--- config.mk ---
export PLATFORM = sky130hd
export DESIGN_NAME = frwl_cell
export DESIGN_NICKNAME = d
export VERILOG_FILES = /design/src/design/frwl_pkg.sv /design/src/design/frwl_cell.sv
export SDC_FILE = /design/constraint.sdc
export NUM_CORES = 1
export LEC_CHECK = 0
export BUFFER_PORTS_ARGS = -buffer_cell sky130_fd_sc_hd__buf_2
export CORE_AREA = 2 2 122 124
export CTS_BUF_LIST = sky130_fd_sc_hd__clkbuf_2
export DETAILED_ROUTE_END_ITERATION = 8
export DIE_AREA = 0 0 124 126
export PLACE_DENSITY = 0.6
export SLEW_MARGIN = 40
export SYNTH_ARGS = -nofsm -noshare
export SYNTH_HDL_FRONTEND = slang
export SYNTH_SLANG_ARGS = --single-unit
--- constraint.sdc ---
create_clock -name aclk -period 2.7 [get_ports aclk]
set_input_delay 0.27 -clock aclk [delete_from_list [all_inputs] [get_ports aclk]]
set_output_delay 0.27 -clock aclk [all_outputs]
set_load 0.03 [all_outputs]
--- src/design/frwl_pkg.sv ---
// Shared types and constants for the flow rule wildcard lookup.
// Holds the rule entry and key structs, opcodes, status codes and key builder.
// No dependencies.
package frwl_pkg;

    localparam int EP_W     = 48;
    localparam int ADDR_W   = 32;
    localparam int PORT_W   = 16;
    localparam int HANDLE_W = 8;
    localparam int STATUS_W = 3;
    localparam int TRY_W    = 2;

    // operation codes
    localparam logic OP_LOOKUP = 1'b0;
    localparam logic OP_ADD    = 1'b1;

    // result status codes
    localparam logic [STATUS_W-1:0] ST_HIT   = 3'd0;
    localparam logic [STATUS_W-1:0] ST_MISS  = 3'd1;
    localparam logic [STATUS_W-1:0] ST_ADDED = 3'd2;
    localparam logic [STATUS_W-1:0] ST_DUP   = 3'd3;
    localparam logic [STATUS_W-1:0] ST_FULL  = 3'd4;

    // lookup tries
    localparam logic [TRY_W-1:0] TRY_EXACT    = 2'd0;
    localparam logic [TRY_W-1:0] TRY_BOTH_ANY = 2'd3;

    typedef struct packed {
        logic [EP_W-1:0] ep1;
        logic [EP_W-1:0] ep2;
    } key_t;

    typedef struct packed {
        logic                vld;
        logic [EP_W-1:0]     ep1;
        logic [EP_W-1:0]     ep2;
        logic [HANDLE_W-1:0] handle;
    } entry_t;

    // Endpoint = {addr, port}; swap into canonical order when symmetric.
    function automatic key_t make_key(input logic [ADDR_W-1:0] sa,
                                      input logic [PORT_W-1:0] sp,
                                      input logic [ADDR_W-1:0] da,
                                      input logic [PORT_W-1:0] dp,
                                      input logic              sym);
        key_t k;
        logic [EP_W-1:0] a;
        logic [EP_W-1:0] b;
        a = {sa, sp};
        b = {da, dp};
        if (sym && (b < a)) begin
            k.ep1 = b;
            k.ep2 = a;
        end else begin
            k.ep1 = a;
            k.ep2 = b;
        end
        return k;
    endfunction

endpackage

--- src/design/frwl_cell.sv ---
// One rule cell of the lookup chain: holds one entry, compares it to the key.
// On insert every cell takes its upstream neighbor's entry.
// Depends on frwl_pkg.
module frwl_cell (
    input  logic              aclk,
    input  logic              aresetn,
    input  logic              shift_en,
    input  frwl_pkg::entry_t  prev_in,
    input  frwl_pkg::key_t    key,
    output frwl_pkg::entry_t  entry_out,
    output logic              hit
);

    logic                          vld_reg;
    logic [frwl_pkg::EP_W-1:0]     ep1_reg;
    logic [frwl_pkg::EP_W-1:0]     ep2_reg;
    logic [frwl_pkg::HANDLE_W-1:0] handle_reg;

    always_ff @(posedge aclk) begin
        if (!aresetn) begin
            vld_reg <= 1'b0;
        end else if (shift_en) begin
            vld_reg <= prev_in.vld;
        end
    end

    always_ff @(posedge aclk) begin
        if (shift_en) begin
            ep1_reg    <= prev_in.ep1;
            ep2_reg    <= prev_in.ep2;
            handle_reg <= prev_in.handle;
        end
    end

    assign entry_out.vld    = vld_reg;
    assign entry_out.ep1    = ep1_reg;
    assign entry_out.ep2    = ep2_reg;
    assign entry_out.handle = handle_reg;

    assign hit = vld_reg && (ep1_reg == key.ep1) && (ep2_reg == key.ep2);

endmodule

==> Yosys cells after proc, flatten, opt, wreduce, memory -nomap -nowiden <==
Index checks and enable logic that the tools add are counted.
Widths: inputs -> output; s select.
{ "classes": {"eq_ne": 2, "reduce_logical": 2} }
{ "ops": {"columns": ["operator", "n"], "rows": [
  ["$eq 48x48->1", 2],
  ["$logic_and 1x1->1", 2]
]} }
{ "word_totals": {"regBits": 105, "in_bits": 204, "elab_cells": 8} }

==> Depth between registers and ports, before layout <==
Gate-level depths: netlist (run 1).
{ "depth": {"ltp_word": 3, "ltp_mapped": 5, "depth_no_buf": 5} }

==> Worst setup path after synthesis (run 1) <==
No wires, ideal clock.
{ "synth_timing": {"path_kind": "register to output", "startpoint": "reg ep2_reg[38] (netlist name)", "endpoint": "out hit", "arrival_time_ns": 1.989, "t_required_ns": 2.430, "slack_ns": 0.441, "stages_incl_launch_ff": 6, "cell_sequence": "edfxtp_1 > nor2b_1 > a2111o_1 > nor3_2 > nand4_1 > nor4_2"} }
{ "synth_between": {"elab_chain_len": 2} }
{ "synth_lines": {"columns": ["item", "line_no", "source"], "rows": [
  ["start, declared", "frwl_cell.sv:16", "logic [frwl_pkg::EP_W-1:0] ep2_reg;"],
  ["start signal, assigned", "frwl_cell.sv:30", "ep2_reg <= prev_in.ep2;"],
  ["$eq 48x48->1", "frwl_cell.sv:40", "assign hit = vld_reg && (ep1_reg == key.ep1) && (ep2_reg == key.ep2);"],
  ["$logic_and 1x1->1", "frwl_cell.sv:40", null],
  ["end, declared", "frwl_cell.sv:11", "output logic hit"]
]} }
No other way between the ends.

==> Final worst setup path (run 1) <==
Ends and elaborated chain as after synthesis.

==> flow_results.xml, run 1 <==
<?xml version="1.0" encoding="UTF-8"?>
<metrics>
  <group name="setup_path">
    <metric name="cp.arrival" unit="ps">2440</metric>
    <metric name="crit_path_top_delay_cell" unit="">edfxtp_1</metric>
    <metric name="critPathRequiredTime" unit="ps">2430</metric>
    <metric name="critical_path.startpoint_type" unit="">flop</metric>
    <metric name="setup.worst_path.class" unit="">reg -&gt; out</metric>
    <metric name="crit_fanout" unit="">3</metric>
    <metric name="critical_path.cell_chain" unit="">nor2b_1, a2111o_1, nor3_2, nand4_1, nor4_2, buf_4</metric>
    <metric name="nature_of_the_critical_path_endpoint" unit="">primary output</metric>
    <metric name="slowest_delay" unit="ps">450</metric>
  </group>
  <group name="timing">
    <metric name="timing.final.setup_violations" unit="">1</metric>
    <metric name="max_freq" unit="MHz">369</metric>
    <metric name="relSlewSlack" unit="%">63.5</metric>
    <metric name="tightestPinTransition" unit="ps">547</metric>
    <metric name="grt_setup_unrepaired" unit="">yes</metric>
    <metric name="hold_slack" unit="ps">176</metric>
    <metric name="layout_worst_path_cycle_share" unit="%">100</metric>
    <metric name="finalHoldViolCount" unit="">0</metric>
    <metric name="sum_of_negative_setup_slack" unit="ps">-11.7</metric>
    <metric name="final.min_clock_period" unit="ps">2710</metric>
    <metric name="finClkSkew" unit="ps">0</metric>
    <metric name="timing_max_transition_violations_final" unit="">0</metric>
    <metric name="postLayoutSetupSlackWorst" unit="ps">-11.7</metric>
  </group>
  <group name="placed_design">
    <metric name="gpl.final_weighted_congestion" unit="">0.828</metric>
    <metric name="detailedPlacementHpwl" unit="µm">11500</metric>
    <metric name="post-place-cells" unit="">771</metric>
    <metric name="port_buffers" unit="">309</metric>
  </group>
  <group name="detailed_routing">
    <metric name="initialDrtViolationCount" unit="">138</metric>
    <metric name="post-route-drc-count" unit="">0</metric>
    <metric name="num_vias" unit="">3963</metric>
    <metric name="first_pass_iters" unit="">4</metric>
    <metric name="viasPerCell" unit="">4.41</metric>
    <metric name="wl" unit="µm">15000</metric>
    <metric name="wl_per_cell" unit="µm">16.7</metric>
    <metric name="postRouteAntennaNets" unit="">0</metric>
  </group>
  <group name="synth">
    <metric name="synth-seq-cells" unit="">105</metric>
    <metric name="syn-cell-area" unit="µm²">4390</metric>
    <metric name="synth_enable_flop_cells" unit="">104</metric>
    <metric name="netlist.area_leader.share" unit="%">71.2</metric>
    <metric name="netlist_top_cells_area" unit="">edfxtp_1, xnor2_1, xor2_1</metric>
    <metric name="synthDominantAreaCellType" unit="">edfxtp_1</metric>
    <metric name="synth.avg_cell_area" unit="µm²">16.0</metric>
    <metric name="mappedNetlistNets" unit="">479</metric>
    <metric name="ys.warnings.count" unit="">0</metric>
    <metric name="postSynthCellCount" unit="">275</metric>
    <metric name="synth_async_sr_flop_share" unit="%">0</metric>
    <metric name="synth_seq_area_share" unit="%">71.6</metric>
    <metric name="yosysUniqueCellTypes" unit="">30</metric>
    <metric name="synth_ff_type" unit="">edfxtp_1</metric>
  </group>
  <group name="status">
    <metric name="failing_checks" unit="">setup timing</metric>
    <metric name="run_status" unit="">finished, violations left</metric>
  </group>
  <group name="grt">
    <metric name="via_count_of_the_first_global_routing_pass" unit="">4365</metric>
    <metric name="grt_remaining_overflow" unit="">0</metric>
    <metric name="grt_max_degree" unit="">51</metric>
    <metric name="initial_antenna_violation_count" unit="">2</metric>
    <metric name="track_usage" unit="%">18.9</metric>
    <metric name="grt_first_pass_wirelength" unit="µm">21700</metric>
  </group>
  <group name="clock_network">
    <metric name="tritoncts" unit="">yes</metric>
    <metric name="cts_made_buffers" unit="">9</metric>
    <metric name="ctsHtreeMaxLevel" unit="">3</metric>
    <metric name="clock_latency_reported_for_the_late_side_of_the_worst_skew_pair" unit="ps">580</metric>
    <metric name="root_buffer" unit="">clkbuf_2</metric>
    <metric name="clock_sink_count" unit="">105</metric>
    <metric name="post_cts_clock_slew_at_the_launch_and_capture_registers_of_the_worst_setup_and_hold_paths" unit="ps">270</metric>
    <metric name="cts_buffer_depth" unit="">2</metric>
  </group>
  <group name="power">
    <metric name="power_per_cell_area" unit="nW/µm²">513</metric>
    <metric name="fin_total_pwr" unit="mW">3.86</metric>
    <metric name="peakVddDrop" unit="µV">333</metric>
    <metric name="leakage" unit="nW">3.30</metric>
  </group>
  <group name="floorplanning">
    <metric name="design.die.area" unit="µm²">15600</metric>
    <metric name="fp.dieH" unit="µm">126</metric>
    <metric name="starting_density" unit="%">30.7</metric>
    <metric name="row_count" unit="">44</metric>
    <metric name="core_area" unit="µm²">14300</metric>
    <metric name="boundaryPins" unit="">310</metric>
    <metric name="die_width" unit="µm">124</metric>
  </group>
  <group name="layout">
    <metric name="layout_commonest_cell" unit="">buf_2</metric>
    <metric name="fin_util" unit="%">52.6</metric>
    <metric name="area_delta_synth_final" unit="%">71.7</metric>
    <metric name="fin_nets" unit="">912</metric>
    <metric name="fin_cells" unit="">899</metric>
    <metric name="layout.cells.most_common_list" unit="">buf_2, dlygate4sd3_1, edfxtp_1, xnor2_1, inv_1</metric>
    <metric name="fillers" unit="">1257</metric>
    <metric name="drive_above_1_share" unit="%">48.7</metric>
  </group>
  <group name="worst_hold_path">
    <metric name="min-delay-path-class" unit="">in -&gt; reg</metric>
  </group>
  <group name="job">
    <metric name="drv_cap" unit="">0</metric>
  </group>
</metrics>
==> layer usage <==
layer	up-vias	track usage, %	routed length, µm
met3	28	5.25	1260
met5	-	0	0
met2	213	34.7	7800
met4	0	9.78	444
li1	1898	-	-
met1	1824	19.2	5480
==> report_power, final <==
part           switching, mW  internal [mW]
combinational          0.512          0.413
sequential            0.0883           1.94
clock                  0.504          0.407
total                   1.10           2.76
==> stage by stage <==
step	setup WS (ps)	instance area (µm²)
global placement	256	6200
floorplan	441	4390
global route	-226	7530
CTS	-139	7500
finish	-11.7	7530
detailed placement	289	6200
==> worst paths after layout <==
kind,from,endpoint,slack [ps],depth (start not counted)
max,ep2_reg[38],hit,-10,6
min,shift_en,handle_reg[4],180,1
max reg2reg,vld_reg,vld_reg,1440,3
min reg2reg,vld_reg,vld_reg,1190,3
==> layout make-up <==
type	count	area, µm²	area share (%)
Clock buffer	12	60.1	0.797
Inverter	26	97.6	1.30
Tap cell	184	230	3.06
Multi-Input combinational cell	143	1220	16.2
Antenna cell	2	5.00	0.0664
Timing Repair Buffer	423	2690	35.6
Sequential cell	105	3140	41.7
Clock inverter	4	93.8	1.25
==> cells in the mapped netlist, drive strengths merged (2+ instances only) <==
cell type / number
o221ai: 2
xor2: 19
nor3: 3
inv: 25
o22ai: 7
a2111o: 3
edfxtp: 104
and3: 2
nor2b: 13
nor4: 10
nand4: 14
o2111ai: 4
xnor2: 44
a22oi: 2
a221oi: 3
nand2b: 11
==> timing repair <==
action                                  4_1_cts  5_1_grt
resized for setup                            11        3
gates cloned                                  0        0
endpoints found under the setup margin        1        1
pin swaps                                     8        5
setup buffers                                 3        1
hold buffers                                106        0
hold endpoints to repair                    105        0
==> cells by family after synthesis <==
| group | synth area share, % |
|---|---|
| flops | 71.6 |
| compound gates | 4.76 |
| xor+xnor | 12.6 |
| simple gates | 8.41 |
| buf+inv | 2.40 |
| mux | 0.228 |
==> worst max-delay path: cells and delay by family (launching register included) <==
| family | cells | cell delay [ps] |
|---|---|---|
| buf+inv | 1 | 210 |
| flops | 1 | 450 |
| compound gates | 1 | 430 |
| simple gates | 4 | 760 |
(Power assumes the default switching activity.)
==> run 2: changes to the inputs <==
==> constraint.sdc (replaced) <==
create_clock -name aclk -period 3.3 [get_ports aclk]
set_input_delay 0.33 -clock aclk [delete_from_list [all_inputs] [get_ports aclk]]
set_output_delay 0.33 -clock aclk [all_outputs]
set_load 0.03 [all_outputs]
==> flow_results.xml, run 2 (synthesis results as in run 1) <==
<?xml version="1.0" encoding="UTF-8"?>
<metrics>
  <group name="timing">
    <metric name="tightestPinTransition" unit="ps">688</metric>
    <metric name="timing_max_transition_violations_final" unit="">0</metric>
    <metric name="relSlewSlack" unit="%">54.1</metric>
    <metric name="max_freq" unit="MHz">344</metric>
    <metric name="final.min_clock_period" unit="ps">2900</metric>
    <metric name="sum_of_negative_setup_slack" unit="ps">0</metric>
    <metric name="finClkSkew" unit="ps">0</metric>
    <metric name="postLayoutSetupSlackWorst" unit="ps">397</metric>
    <metric name="grt_setup_unrepaired" unit="">no</metric>
    <metric name="timing.final.setup_violations" unit="">0</metric>
    <metric name="finalHoldViolCount" unit="">0</metric>
    <metric name="layout_worst_path_cycle_share" unit="%">88.0</metric>
  </group>
  <group name="clock_network">
    <metric name="clock_latency_reported_for_the_late_side_of_the_worst_skew_pair" unit="ps">590</metric>
    <metric name="tritoncts" unit="">yes</metric>
    <metric name="clock_sink_count" unit="">105</metric>
    <metric name="cts_made_buffers" unit="">9</metric>
    <metric name="ctsHtreeMaxLevel" unit="">3</metric>
    <metric name="cts_repair_resize_count" unit="">0</metric>
    <metric name="post_cts_clock_slew_at_the_launch_and_capture_registers_of_the_worst_setup_and_hold_paths" unit="ps">280</metric>
    <metric name="root_buffer" unit="">clkbuf_2</metric>
    <metric name="cts_buffer_depth" unit="">2</metric>
  </group>
  <group name="grt">
    <metric name="track_usage" unit="%">18.1</metric>
    <metric name="initial_antenna_violation_count" unit="">3</metric>
    <metric name="via_count_of_the_first_global_routing_pass" unit="">4191</metric>
    <metric name="grt_max_degree" unit="">55</metric>
    <metric name="grt_remaining_overflow" unit="">0</metric>
    <metric name="grt_first_pass_wirelength" unit="µm">20800</metric>
  </group>
  <group name="detailed_routing">
    <metric name="initialDrtViolationCount" unit="">201</metric>
    <metric name="postRouteAntennaNets" unit="">0</metric>
    <metric name="wl_per_cell" unit="µm">16.4</metric>
    <metric name="first_pass_iters" unit="">4</metric>
    <metric name="viasPerCell" unit="">4.37</metric>
    <metric name="wl" unit="µm">14600</metric>
    <metric name="num_vias" unit="">3896</metric>
    <metric name="post-route-drc-count" unit="">0</metric>
  </group>
  <group name="floorplanning">
    <metric name="design.die.area" unit="µm²">15600</metric>
    <metric name="row_count" unit="">44</metric>
    <metric name="die_width" unit="µm">124</metric>
    <metric name="core_area" unit="µm²">14300</metric>
    <metric name="fp.dieH" unit="µm">126</metric>
    <metric name="boundaryPins" unit="">310</metric>
    <metric name="starting_density" unit="%">30.7</metric>
  </group>
  <group name="worst_hold_path">
    <metric name="min-delay-path-class" unit="">in -&gt; reg</metric>
  </group>
  <group name="placed_design">
    <metric name="port_buffers" unit="">309</metric>
    <metric name="dp_slack" unit="ps">899</metric>
    <metric name="gpl.final_weighted_congestion" unit="">0.836</metric>
    <metric name="detailedPlacementHpwl" unit="µm">11400</metric>
    <metric name="post-place-cells" unit="">768</metric>
  </group>
  <group name="layout">
    <metric name="layout.area.seq" unit="µm²">3140</metric>
    <metric name="area_delta_synth_final" unit="%">68.7</metric>
    <metric name="layout.cells.most_common_list" unit="">buf_2, dlygate4sd3_1, edfxtp_1, xnor2_1, inv_1</metric>
    <metric name="fin_nets" unit="">905</metric>
    <metric name="multi_input_area" unit="µm²">1140</metric>
    <metric name="fillers" unit="">1284</metric>
    <metric name="drive_above_1_share" unit="%">46.7</metric>
    <metric name="layout_commonest_cell" unit="">buf_2</metric>
    <metric name="fin_cells" unit="">891</metric>
  </group>
  <group name="setup_path">
    <metric name="critPathRequiredTime" unit="ps">2970</metric>
    <metric name="cp.arrival" unit="ps">2570</metric>
    <metric name="setup.worst_path.class" unit="">reg -&gt; out</metric>
    <metric name="nature_of_the_critical_path_endpoint" unit="">primary output</metric>
    <metric name="crit_fanout" unit="">3</metric>
    <metric name="critical_path.startpoint_type" unit="">flop</metric>
  </group>
  <group name="power">
    <metric name="power_per_cell_area" unit="nW/µm²">424</metric>
    <metric name="leakage" unit="nW">3.24</metric>
    <metric name="peakVddDrop" unit="µV">242</metric>
  </group>
  <group name="status">
    <metric name="run_status" unit="">finished clean</metric>
  </group>
  <group name="job">
    <metric name="drv_cap" unit="">0</metric>
  </group>
</metrics>
## run 2: cell count changes in the layout (fill, tap and decap cells not counted), moves of 2 or more
cell	change
clkbuf_2	-2
nor4_2	-4
buf_4	-8
nor4_1	+5
## run 2: layout make-up
class                   instances  area share [%]
flip-flops and latches        105            42.5
repair buffers                416            35.5
multi-input cells             143            15.4
well taps                     184            3.11
clock inverters                 6            1.44
inverters                      26            1.32
clock buffers                  10           0.676
diodes                          1          0.0338
## run 2: power by group
part | leakage [nW] | internal [mW] | switching, mW
sequential | 1.03 | 1.59 | 0.0733
combinational | 2.12 | 0.325 | 0.404
clock | 0.0912 | 0.326 | 0.424
total | 3.24 | 2.24 | 0.902
## run 2: layer usage
layer	part of all wire (%)	global-route usage, %
met1	39	19.5
met2	51	33.0
met3	7.8	4.30
met4	2.3	8.13
met5	0.23	0
## run 2: final timing paths
kind                            slack [ps]  cells past startpoint             to  startpoint
worst max register to register        2010                      3        vld_reg     vld_reg
worst min register to register        1230                      3        vld_reg     vld_reg
worst max-delay path                   400                      6            hit  ep1_reg[9]
worst min-delay path                   300                      1  handle_reg[6]    shift_en
## run 2: repair_timing
action,CTS,global route
hold buffers,106,0
endpoints found under the hold margin,105,0
setup buffers,0,0
## run 2: metrics by stage
stage / cell area, µm² / utilization [%] / total power [mW] / hold slack (ps)
after floorplan: 4390 / - / 2.02 / 429
after global placement: 6180 / 43.2 / 2.32 / 507
after detailed placement: 6180 / 43.2 / 2.33 / 508
after CTS: 7400 / 51.7 / 3.17 / 238
after global routing: 7400 / 51.7 / 3.28 / 247
final: 7400 / 51.7 / 3.14 / 296
## run 2: worst max-delay path: stages, from the launching register on
cell and delay (ps):
edfxtp_1 480, nor2b_1 160, a2111oi_1 560, and3_1 260
nand4_1 120, nor4_2 160, buf_2 250
